<file path="config.mk">
export PLATFORM = sky130hd
export DESIGN_NAME = ps2_mouse_cursor_tracker_core
export DESIGN_NICKNAME = d
export VERILOG_FILES = /design/src/hw/rtl/ps2mct_pkg.sv /design/src/hw/rtl/ps2_mouse_cursor_tracker_core.sv
export SDC_FILE = /design/constraint.sdc
export NUM_CORES = 1
export LEC_CHECK = 0
export BUFFER_PORTS_ARGS = -buffer_cell sky130_fd_sc_hd__buf_2
export CAP_MARGIN = 20
export CORE_ASPECT_RATIO = 0.75
export CORE_UTILIZATION = 49
export CTS_BUF_LIST = sky130_fd_sc_hd__clkbuf_2 sky130_fd_sc_hd__clkbuf_4 sky130_fd_sc_hd__clkbuf_8
export DETAILED_ROUTE_END_ITERATION = 10
export GPL_ROUTABILITY_DRIVEN = 0
export PLACE_DENSITY = 0.74
export SLEW_MARGIN = 10
export SYNTH_ARGS = -nofsm -noshare
export SYNTH_HDL_FRONTEND = slang
export SYNTH_SLANG_ARGS = --single-unit
</file>
<file path="constraint.sdc">
create_clock -name aclk -period 3.76 [get_ports aclk]
set_input_delay 0.752 -clock aclk [delete_from_list [all_inputs] [get_ports aclk]]
set_output_delay 0.752 -clock aclk [all_outputs]
set_load 0.01 [all_outputs]
</file>
<file path="src/hw/rtl/ps2mct_pkg.sv">
// Package for the PS/2 mouse cursor tracker: header bit positions, packet
// byte states, register indexes and reset extents.
// No dependencies.
`timescale 1ns / 1ps

package ps2mct_pkg;

    // Header byte bit positions
    localparam int unsigned SYNC_BIT   = 3;
    localparam int unsigned X_SIGN_BIT = 4;
    localparam int unsigned Y_SIGN_BIT = 5;
    localparam int unsigned BTN_W      = 3;

    // Field widths
    localparam int unsigned RX_W    = 8;
    localparam int unsigned COORD_W = 16;
    localparam int unsigned DELTA_W = RX_W + 1;
    localparam int unsigned SUM_W   = COORD_W + 2;
    localparam int unsigned OUT_W   = 2 * COORD_W + BTN_W;
    localparam int unsigned OUT_TDATA_W = ((OUT_W + 7) / 8) * 8;

    // Configuration port
    localparam int unsigned CFG_ADDR_W = 1;
    localparam int unsigned CFG_DATA_W = COORD_W;
    localparam logic [CFG_ADDR_W-1:0] REG_SCREEN_WIDTH  = 1'b0;
    localparam logic [CFG_ADDR_W-1:0] REG_SCREEN_HEIGHT = 1'b1;

    localparam logic [COORD_W-1:0] WIDTH_RESET  = 16'd640;
    localparam logic [COORD_W-1:0] HEIGHT_RESET = 16'd480;

    // Next packet byte to expect
    typedef enum logic [2:0] {
        POS_HEADER = 3'b001,
        POS_DX     = 3'b010,
        POS_DY     = 3'b100
    } byte_pos_t;

endpackage

</file>
<file path="src/hw/rtl/ps2_mouse_cursor_tracker_core.sv">
// Top level of the PS/2 mouse cursor tracker: packet assembly, cursor
// update with clamping, and the result register.
// Depends on ps2mct_pkg.
`timescale 1ns / 1ps

//  channel | direction | handshake          | payload
//  s_      | in        | s_tvalid/s_tready  | s_tdata[7:0] rx_byte
//  m_      | out       | m_tvalid/m_tready  | m_tdata pos_x, pos_y, button_bits
//  cfg_    | in        | cfg_wr_en          | cfg_addr, cfg_wr_data
//
// One byte is accepted per cycle while no third byte is held. A byte goes into
// the input register and from there updates the packet state; a third byte
// loads the cursor registers, which drive m_tdata. Header and X bytes leave
// the input register on the next edge regardless of the output; a third byte
// leaves it only while the result register is empty or being taken, so bytes
// keep flowing while a result waits unless a third byte is held.
// Synchronous active-low reset clears the packet state and cursor and sets the
// extents to 640 by 480.

module ps2_mouse_cursor_tracker_core (
    input  logic                                 aclk,
    input  logic                                 aresetn,
    // s_tdata: [7:0] rx_byte
    input  logic                                 s_tvalid,
    output logic                                 s_tready,
    input  logic [ps2mct_pkg::RX_W-1:0]          s_tdata,
    // m_tdata: [15:0] pos_x, [31:16] pos_y, [34:32] button_bits, rest zero
    output logic                                 m_tvalid,
    input  logic                                 m_tready,
    output logic [ps2mct_pkg::OUT_TDATA_W-1:0]   m_tdata,
    input  logic                                 cfg_wr_en,
    input  logic [ps2mct_pkg::CFG_ADDR_W-1:0]    cfg_addr,
    input  logic [ps2mct_pkg::CFG_DATA_W-1:0]    cfg_wr_data
);
    import ps2mct_pkg::*;

    logic [COORD_W-1:0] width_reg;
    logic [COORD_W-1:0] height_reg;

    logic               in_valid_reg;
    logic [RX_W-1:0]    in_byte_reg;

    byte_pos_t          pos_reg, pos_next;
    logic [RX_W-1:0]    header_reg;
    logic [RX_W-1:0]    delta_x_reg;
    logic [COORD_W-1:0] cursor_col_reg, cursor_col_next;
    logic [COORD_W-1:0] cursor_row_reg, cursor_row_next;
    logic [BTN_W-1:0]   buttons_reg;
    logic               m_valid_reg;

    logic               out_free;
    logic               completes;
    logic               advance;
    logic               load_result;

    logic [DELTA_W-1:0] dx;
    logic [DELTA_W-1:0] dy;
    logic [SUM_W-1:0]   sum_x;
    logic [SUM_W-1:0]   sum_y;
    logic [COORD_W:0]   limit_x;
    logic [COORD_W:0]   limit_y;

    // Configuration writes
    always_ff @(posedge aclk) begin
        if (!aresetn) begin
            width_reg  <= WIDTH_RESET;
            height_reg <= HEIGHT_RESET;
        end else if (cfg_wr_en) begin
            unique case (cfg_addr)
                REG_SCREEN_WIDTH:  width_reg  <= cfg_wr_data;
                REG_SCREEN_HEIGHT: height_reg <= cfg_wr_data;
                default: ;
            endcase
        end
    end

    // Flow control: only a completing byte needs room in the result register
    assign out_free    = !m_valid_reg || m_tready;
    assign completes   = (pos_reg == POS_DY);
    assign advance     = in_valid_reg && (!completes || out_free);
    assign load_result = advance && completes;
    assign s_tready    = !in_valid_reg || advance;

    // Input register
    always_ff @(posedge aclk) begin
        if (!aresetn) begin
            in_valid_reg <= 1'b0;
        end else if (s_tready) begin
            in_valid_reg <= s_tvalid;
        end
    end

    always_ff @(posedge aclk) begin
        if (s_tvalid && s_tready) begin
            in_byte_reg <= s_tdata;
        end
    end

    // Signed deltas and moved coordinates
    assign dx = {header_reg[X_SIGN_BIT], delta_x_reg};
    assign dy = {header_reg[Y_SIGN_BIT], in_byte_reg};
    assign sum_x = {2'b00, cursor_col_reg}
                 + {{(SUM_W-DELTA_W){dx[DELTA_W-1]}}, dx};
    assign sum_y = {2'b00, cursor_row_reg}
                 - {{(SUM_W-DELTA_W){dy[DELTA_W-1]}}, dy};

    // An extent of zero acts as one
    assign limit_x = (width_reg == '0)  ? (COORD_W+1)'(1) : {1'b0, width_reg};
    assign limit_y = (height_reg == '0) ? (COORD_W+1)'(1) : {1'b0, height_reg};

    // Clamp to 0 .. extent-1
    always_comb begin
        priority if (sum_x[SUM_W-1]) begin
            cursor_col_next = '0;
        end else if (sum_x[COORD_W:0] >= limit_x) begin
            cursor_col_next = limit_x[COORD_W-1:0] - COORD_W'(1);
        end else begin
            cursor_col_next = sum_x[COORD_W-1:0];
        end
        priority if (sum_y[SUM_W-1]) begin
            cursor_row_next = '0;
        end else if (sum_y[COORD_W:0] >= limit_y) begin
            cursor_row_next = limit_y[COORD_W-1:0] - COORD_W'(1);
        end else begin
            cursor_row_next = sum_y[COORD_W-1:0];
        end
    end

    // Packet byte sequencing; drop unsynced first bytes
    always_comb begin
        pos_next = pos_reg;
        unique case (pos_reg)
            POS_HEADER: if (in_byte_reg[SYNC_BIT]) pos_next = POS_DX;
            POS_DX:     pos_next = POS_DY;
            POS_DY:     pos_next = POS_HEADER;
            default:    pos_next = POS_HEADER;
        endcase
    end

    always_ff @(posedge aclk) begin
        if (!aresetn) begin
            pos_reg <= POS_HEADER;
        end else if (advance) begin
            pos_reg <= pos_next;
        end
    end

    // Hold header and X byte of the packet in progress
    always_ff @(posedge aclk) begin
        if (!aresetn) begin
            header_reg  <= '0;
            delta_x_reg <= '0;
        end else if (advance) begin
            if (pos_reg == POS_HEADER && in_byte_reg[SYNC_BIT]) begin
                header_reg <= in_byte_reg;
            end
            if (pos_reg == POS_DX) begin
                delta_x_reg <= in_byte_reg;
            end
        end
    end

    // Cursor and buttons double as the result register
    always_ff @(posedge aclk) begin
        if (!aresetn) begin
            cursor_col_reg <= '0;
            cursor_row_reg <= '0;
            buttons_reg    <= '0;
        end else if (load_result) begin
            cursor_col_reg <= cursor_col_next;
            cursor_row_reg <= cursor_row_next;
            buttons_reg    <= header_reg[BTN_W-1:0];
        end
    end

    always_ff @(posedge aclk) begin
        if (!aresetn) begin
            m_valid_reg <= 1'b0;
        end else if (load_result) begin
            m_valid_reg <= 1'b1;
        end else if (m_tready) begin
            m_valid_reg <= 1'b0;
        end
    end

    assign m_tvalid = m_valid_reg;
    assign m_tdata  = {(OUT_TDATA_W-OUT_W)'(0), buttons_reg, cursor_row_reg, cursor_col_reg};

`ifndef SYNTH
    // A completed packet always shows a result on the next cycle
    a_load_shows: assert property (@(posedge aclk) disable iff (!aresetn)
        load_result |=> m_valid_reg)
        else $error("completed packet produced no result");

    // A third byte never overwrites a result that is still waiting
    a_no_overwrite: assert property (@(posedge aclk) disable iff (!aresetn)
        (m_valid_reg && !m_tready) |-> !load_result)
        else $error("pending result overwritten");

    // A completed packet returns the sequencer to the header byte
    a_back_to_header: assert property (@(posedge aclk) disable iff (!aresetn)
        load_result |=> (pos_reg == POS_HEADER))
        else $error("sequencer did not return to header");

    // A held byte stays in the input register
    a_hold_byte: assert property (@(posedge aclk) disable iff (!aresetn)
        (in_valid_reg && !advance) |=> (in_valid_reg && $stable(in_byte_reg)))
        else $error("held byte lost");

    // The cursor moves only together with a new result
    a_cursor_stable: assert property (@(posedge aclk) disable iff (!aresetn)
        !load_result |=> ($stable(cursor_col_reg) && $stable(cursor_row_reg)))
        else $error("cursor changed without a result");
`endif

endmodule
</file>
# Word level (Yosys, flattened, before mapping)
# Index checks and enable logic that the tools add are counted.
classes:
  add_sub_neg: 4
  n_mul: 0
  n_div: 0
  magnitude_cmp: 2
  eq_ne: 4
  n_shift: 0
  n_mux: 10
  n_bitwise: 1
  reduce_logical: 18
op_table:
  columns: ["op", "count"]
  rows:
  - ["2-to-1 mux 16 bit", 6]
  - ["greater-or-equal comparator 17 x 16 -> 1 bit", 2]
  - ["zero test 16 bit", 2]
  - ["subtractor 16 x 1 -> 16 bit, second input constant", 2]
  - ["adder 17 x 9 -> 18 bit", 1]
  - ["subtractor 17 x 9 -> 18 bit", 1]
  - ["AND reduction 2 bit", 5]
  - ["one-hot mux 3 bit (2 select lines)", 1]
  - ["logical AND 1 bit", 4]
  - ["equality test 3 x 1 -> 1 bit, second input constant", 1]
  - ["equality test 3 x 2 -> 1 bit, second input constant", 1]
  - ["equality test 3 bit, second input constant", 1]
  - ["zero test 1 bit", 3]
  - ["logical OR 1 bit", 3]
  - ["2-to-1 mux 3 bit", 1]
  - ["2-to-1 mux 1 bit", 2]
  - ["inequality test 2 bit, second input constant", 1]
  - ["nonzero test 2 bit", 1]
  - ["NOT 1 bit", 1]
word_totals:
  ff_bits: 94
  latch_bits: 0
  ram_bits: 0
  romBits: 0
  input_bits: 30
  wordCells: 50
  memories: 0

# Depth between registers and ports, before layout
logic_depth:
  ltp_word: 6
  ltp_mapped: 21

# Worst setup path before layout
# OpenSTA, ideal clock, no wires.
synth_path:
  path_kind: "reg2reg"
  startpoint: "register cursor_row_reg[0]"
  endpoint: "register cursor_row_reg[10]"
  setup_ns: 0.128
  arrival_time_ns: 3.729
  required_ns: 3.632
  path_slack_ns: -0.097
  path_stages_with_launch: 22
  path_buffers: 1
  synth_period_minus_slack_ns: 3.857
  cell_sequence: "dfxtp_1 inv_1 ha_1 fa_1 nor2b_1 o31a_1 o41a_1 o21ai_2 o21bai_2 mux2i_1 nand2_1 ha_1 and3_1 o21ai_0 a41oi_1 o31ai_1 and3_1 nand2_1 mux2i_4 buf_6 mux2i_1 o21ai_1"
synth_between:
  elab_chain_cells: 4
synth_lines:
  columns: ["item", "line_no", "source"]
  rows:
  - ["from (decl)", "ps2_mouse_cursor_tracker_core.sv:47", "logic [COORD_W-1:0] cursor_row_reg, cursor_row_next;"]
  - ["from (signal assigned)", "ps2_mouse_cursor_tracker_core.sv:171", "cursor_row_reg <= cursor_row_next;"]
  - ["subtractor 17 x 9 -> 18 bit (*)", "ps2_mouse_cursor_tracker_core.sv:105", "- {{(SUM_W-DELTA_W){dy[DELTA_W-1]}}, dy};"]
  - ["greater-or-equal comparator 17 x 16 -> 1 bit", "ps2_mouse_cursor_tracker_core.sv:122", "end else if (sum_y[COORD_W:0] >= limit_y) begin"]
  - ["2-to-1 mux 16 bit", "ps2_mouse_cursor_tracker_core.sv:122", null]
  - ["2-to-1 mux 16 bit (*)", "ps2_mouse_cursor_tracker_core.sv:120", "priority if (sum_y[SUM_W-1]) begin"]
# Mark *: on every way between the ends. The rest lies on a longest branch, timed or not.
# A chain may end at the register's enable or synchronous reset.

# Final worst setup path
layout_path:
  startpoint: "register in_byte_reg[1]"
  endpoint: "register cursor_row_reg[1]"
layout_between:
  elab_chain_cells: 4
layout_lines:
  columns: ["item", "line_no", "source"]
  rows:
  - ["from (decl)", "ps2_mouse_cursor_tracker_core.sv:41", "logic [RX_W-1:0] in_byte_reg;"]
  - ["from (signal assigned)", "ps2_mouse_cursor_tracker_core.sv:95", "in_byte_reg <= s_tdata;"]
  - ["subtractor 17 x 9 -> 18 bit (*)", "ps2_mouse_cursor_tracker_core.sv:105", null]
  - ["greater-or-equal comparator 17 x 16 -> 1 bit", "ps2_mouse_cursor_tracker_core.sv:122", null]
  - ["2-to-1 mux 16 bit", "ps2_mouse_cursor_tracker_core.sv:122", null]
  - ["2-to-1 mux 16 bit (*)", "ps2_mouse_cursor_tracker_core.sv:120", null]
# Marked as above.

==> results.sh <==
export IMPL_dp_slack_ns=-0.2514
export IMPL_critPathArrivalTime_ns=4.31
export IMPL_finalWirelength_mm=17.20
export IMPL_grt_max_degree=33
export IMPL_nets=1025
export IMPL_endpoint_kind="flop"
export IMPL_switching_power_mw=0.6614
export IMPL_initial_core_util=0.5023
export IMPL_slew_viol_final=0
export IMPL_p_int_mw=1.646
export IMPL_grt_usage=0.2518
export IMPL_clkPwrFrac=0.329
export IMPL_ir_drop_v=0.0001928
export IMPL_coreArea_sq_um=12970
export IMPL_yosysUniqueCellTypes=67
export IMPL_vias=5979
export IMPL_clock_sinks=93
export IMPL_core_rowCount=36
export IMPL_grt_first_pass_wirelength_mm=27.17
export IMPL_die_h_um=101.9
export IMPL_status="finished, violations left"
export IMPL_area_growth_pct=25.79
export IMPL_yosys_warnings=0
export IMPL_clkLatencyLatePin_ns=0.37
export IMPL_diodes=0
export IMPL_p_leak_nw=3.681
export IMPL_fin_area_sq_um=8197
export IMPL_synth_edf_count=8
export IMPL_cts_inserted_buffers=9
export IMPL_ys_ff_latch=93
export IMPL_crit_path_max_fanout=6
export IMPL_fin_tns_setup_ns=-4.218
export IMPL_avgSynthCellArea_sq_um=8.430
export IMPL_drt_iter0_markers=450
export IMPL_setup_viol=32
export IMPL_grt_pass1_vias=5403
export IMPL_cts_buffer_depth=2
export IMPL_pwr_share_comb=0.215
export IMPL_finalHoldViolations=0
export IMPL_synth_yosys_seq_area_share=0.2980
export IMPL_critical_path_startpoint_type="flop"
export IMPL_finalPower_mw=2.308
export IMPL_cap_viol_max_count=0
export IMPL_power_density_nw_per_um2=281.5
export IMPL_layout_setup_ws_ns=-0.2397
export IMPL_hp_class="flop to flop"
export IMPL_postCtsHoldBufs=0
export IMPL_synthTopCellsByArea="dfxtp_1, ha_1, nand2_1"
export IMPL_ioPinCount=72
export IMPL_fin_crit_sh=1.064
export IMPL_crit_type="flop to flop"
export IMPL_die_width_um=135.2
export IMPL_first_pass_iters=5
export IMPL_max_slew_margin=0.3893
export IMPL_failed_checks="negative setup slack"
export IMPL_detailed_place_area_sq_um=7555
export IMPL_clkTransAtPathRegs_ns=0.10
export IMPL_antenna_found_initial=0
export IMPL_syn_cell_area_sq_um=6516
export IMPL_synth_cells=773
export IMPL_grt_overflow=0
export IMPL_crit_required_ns=4.07
export IMPL_root_buffer="clkbuf_8"
export IMPL_fin_crit_ns=4.000
export IMPL_dp_hpwl_mm=12.87
export IMPL_swShare=0.2866
export IMPL_drive_gt1_frac=0.2710
export IMPL_max_freq_mhz=250.0
export IMPL_seqPwrFrac=0.457
export IMPL_rsz0062_at_grt="yes"
export IMPL_worst_pin_slew_ns=0.9140
export IMPL_synth_top_flop_cell="dfxtp_1"
export IMPL_htreeDepth=3
export IMPL_wl_per_cell_um=15.62
export IMPL_remaining_drc_errors=0
export IMPL_fin_skew_ns=0.008014
export IMPL_yosysTopAreaCell="dfxtp_1"
export IMPL_cts_tree="yes"
export IMPL_port_buffers=66
export IMPL_synthArstFlopShare=0
export IMPL_fp_dieArea_sq_um=13770
export IMPL_synth_top_area_frac=0.2611
export IMPL_routed_via_density=5.431
export IMPL_ant_nets=0
-- routing by layer --
layer	vias up	global-route usage	share of wire
met2	176	0.3732	0.42
li1	3012	-	-
met3	10	0.04613	0.053
met4	0	0.05618	0.0078
met5	-	0	0
met1	2781	0.3768	0.51
-- through the flow --
step	std cells	hold WS, ns	utilization
after detailed placement	1063	0.4544	0.5824
after global placement	1063	0.4505	0.5824
final	1101	0.4717	0.6318
after floorplan	777	0.4403	-
after CTS	1094	0.4685	0.6161
after global routing	1101	0.4890	0.6318
-- synth_stat cells, types with 4 or more instances --
| master | number |
|---|---|
| o21ai_0 | 12 |
| o31a_1 | 5 |
| nand2b_1 | 7 |
| a21oi_1 | 35 |
| inv_1 | 58 |
| nor2b_1 | 19 |
| o21ai_1 | 30 |
| nor4_1 | 9 |
| o21ai_2 | 8 |
| a31oi_1 | 5 |
| a211oi_1 | 5 |
| edfxtp_1 | 8 |
| nor3_1 | 14 |
| and2_1 | 6 |
| xnor2_1 | 38 |
| and3_1 | 6 |
| or3_1 | 6 |
| xor2_1 | 6 |
| nand2_1 | 124 |
| buf_4 | 6 |
| nand4_1 | 4 |
| a21o_1 | 10 |
| nand3_1 | 16 |
| a21boi_0 | 32 |
| o21a_1 | 12 |
| ha_1 | 68 |
| clkbuf_1 | 19 |
| mux2i_1 | 40 |
| nor2_1 | 26 |
| o211ai_1 | 6 |
| dfxtp_1 | 85 |
-- area by class of cell --
type	instances	area [sq um]
clock inverters	6	86.33
well taps	171	214.0
multi-input cells	597	4454
repair buffers	165	1144
fillers	1096	4776
inverters	59	221.5
flip-flops and latches	93	1946
clock buffers	10	131.4
-- final timing paths --
path / cells after the start / slack, ns / startpoint / endpoint
worst max-delay path: 19 / -0.24 / in_byte_reg[1] / cursor_row_reg[1]
worst min-delay path: 2 / 0.47 / width_reg[15] / width_reg[15]
worst min register to register: 2 / 0.47 / width_reg[15] / width_reg[15]
worst max register to register: 19 / -0.24 / in_byte_reg[1] / cursor_row_reg[1]
-- cell usage in the layout (no fill, tap or decap), drive strengths merged, types with 5 or more instances in the layout --
master	count
edfxtp	8
o31a	5
a31oi	5
mux2i	41
xnor2	38
xor2	6
a21boi	32
nand2	124
and2	6
o211ai	7
inv	59
a211oi	8
a21o	10
nand3	16
nand2b	7
nor2	26
buf	164
or3	7
o21ai	50
ha	68
and3	6
nor3	14
dfxtp	85
nor2b	20
conb	5
o21a	12
a21oi	36
clkbuf	11
nor4	9
-- critical path, cell delays in order (launching register included) --
cell      delay (ns)
edfxtp_1        0.43
inv_1           0.09
ha_1            0.24
nor2b_1         0.17
buf_4           0.14
o31a_1          0.25
o21ai_1         0.14
nand2b_1        0.13
a31oi_2         0.23
xnor2_1         0.22
ha_1            0.31
nand4_1         0.13
a31oi_1         0.09
o31ai_2         0.23
and3_4          0.23
nand2_2         0.06
mux2i_4         0.24
buf_12          0.17
mux2_4          0.30
o21ai_2         0.11
-- timing repair --
item                                    4_1_cts  5_1_grt
hold endpoints to repair                      0        0
setup buffers                                14        7
endpoints found under the setup margin       32       32
gates resized for setup                      22       33
gates cloned                                  1        1
pin swaps                                    18       24
-- cells by family after synthesis --
logic type | count (synthesis) | synth area share
DFF | 93 | 0.2980
AOI/OAI and AO/OA | 182 | 0.1926
and+or+nand+nor | 252 | 0.1859
muxes | 44 | 0.07124
other | 1 | 0.0005755
xor gates and xnor gates | 44 | 0.05914
buffers and inverters | 87 | 0.05587
adders and majority gates | 70 | 0.1367
-- power by group through the flow --
| stage | registers (mW) | logic [mW] | clock network (mW) |
|---|---|---|---|
| after CTS | 1.05 | 0.463 | 0.764 |
| after global placement | 1.08 | 0.408 | 0 |
| after detailed placement | 1.08 | 0.414 | 0 |
| final | 1.05 | 0.495 | 0.758 |
| after floorplan | 1.07 | 0.285 | 0 |
| after global routing | 1.06 | 0.539 | 0.802 |
(Power assumes the default switching activity.)
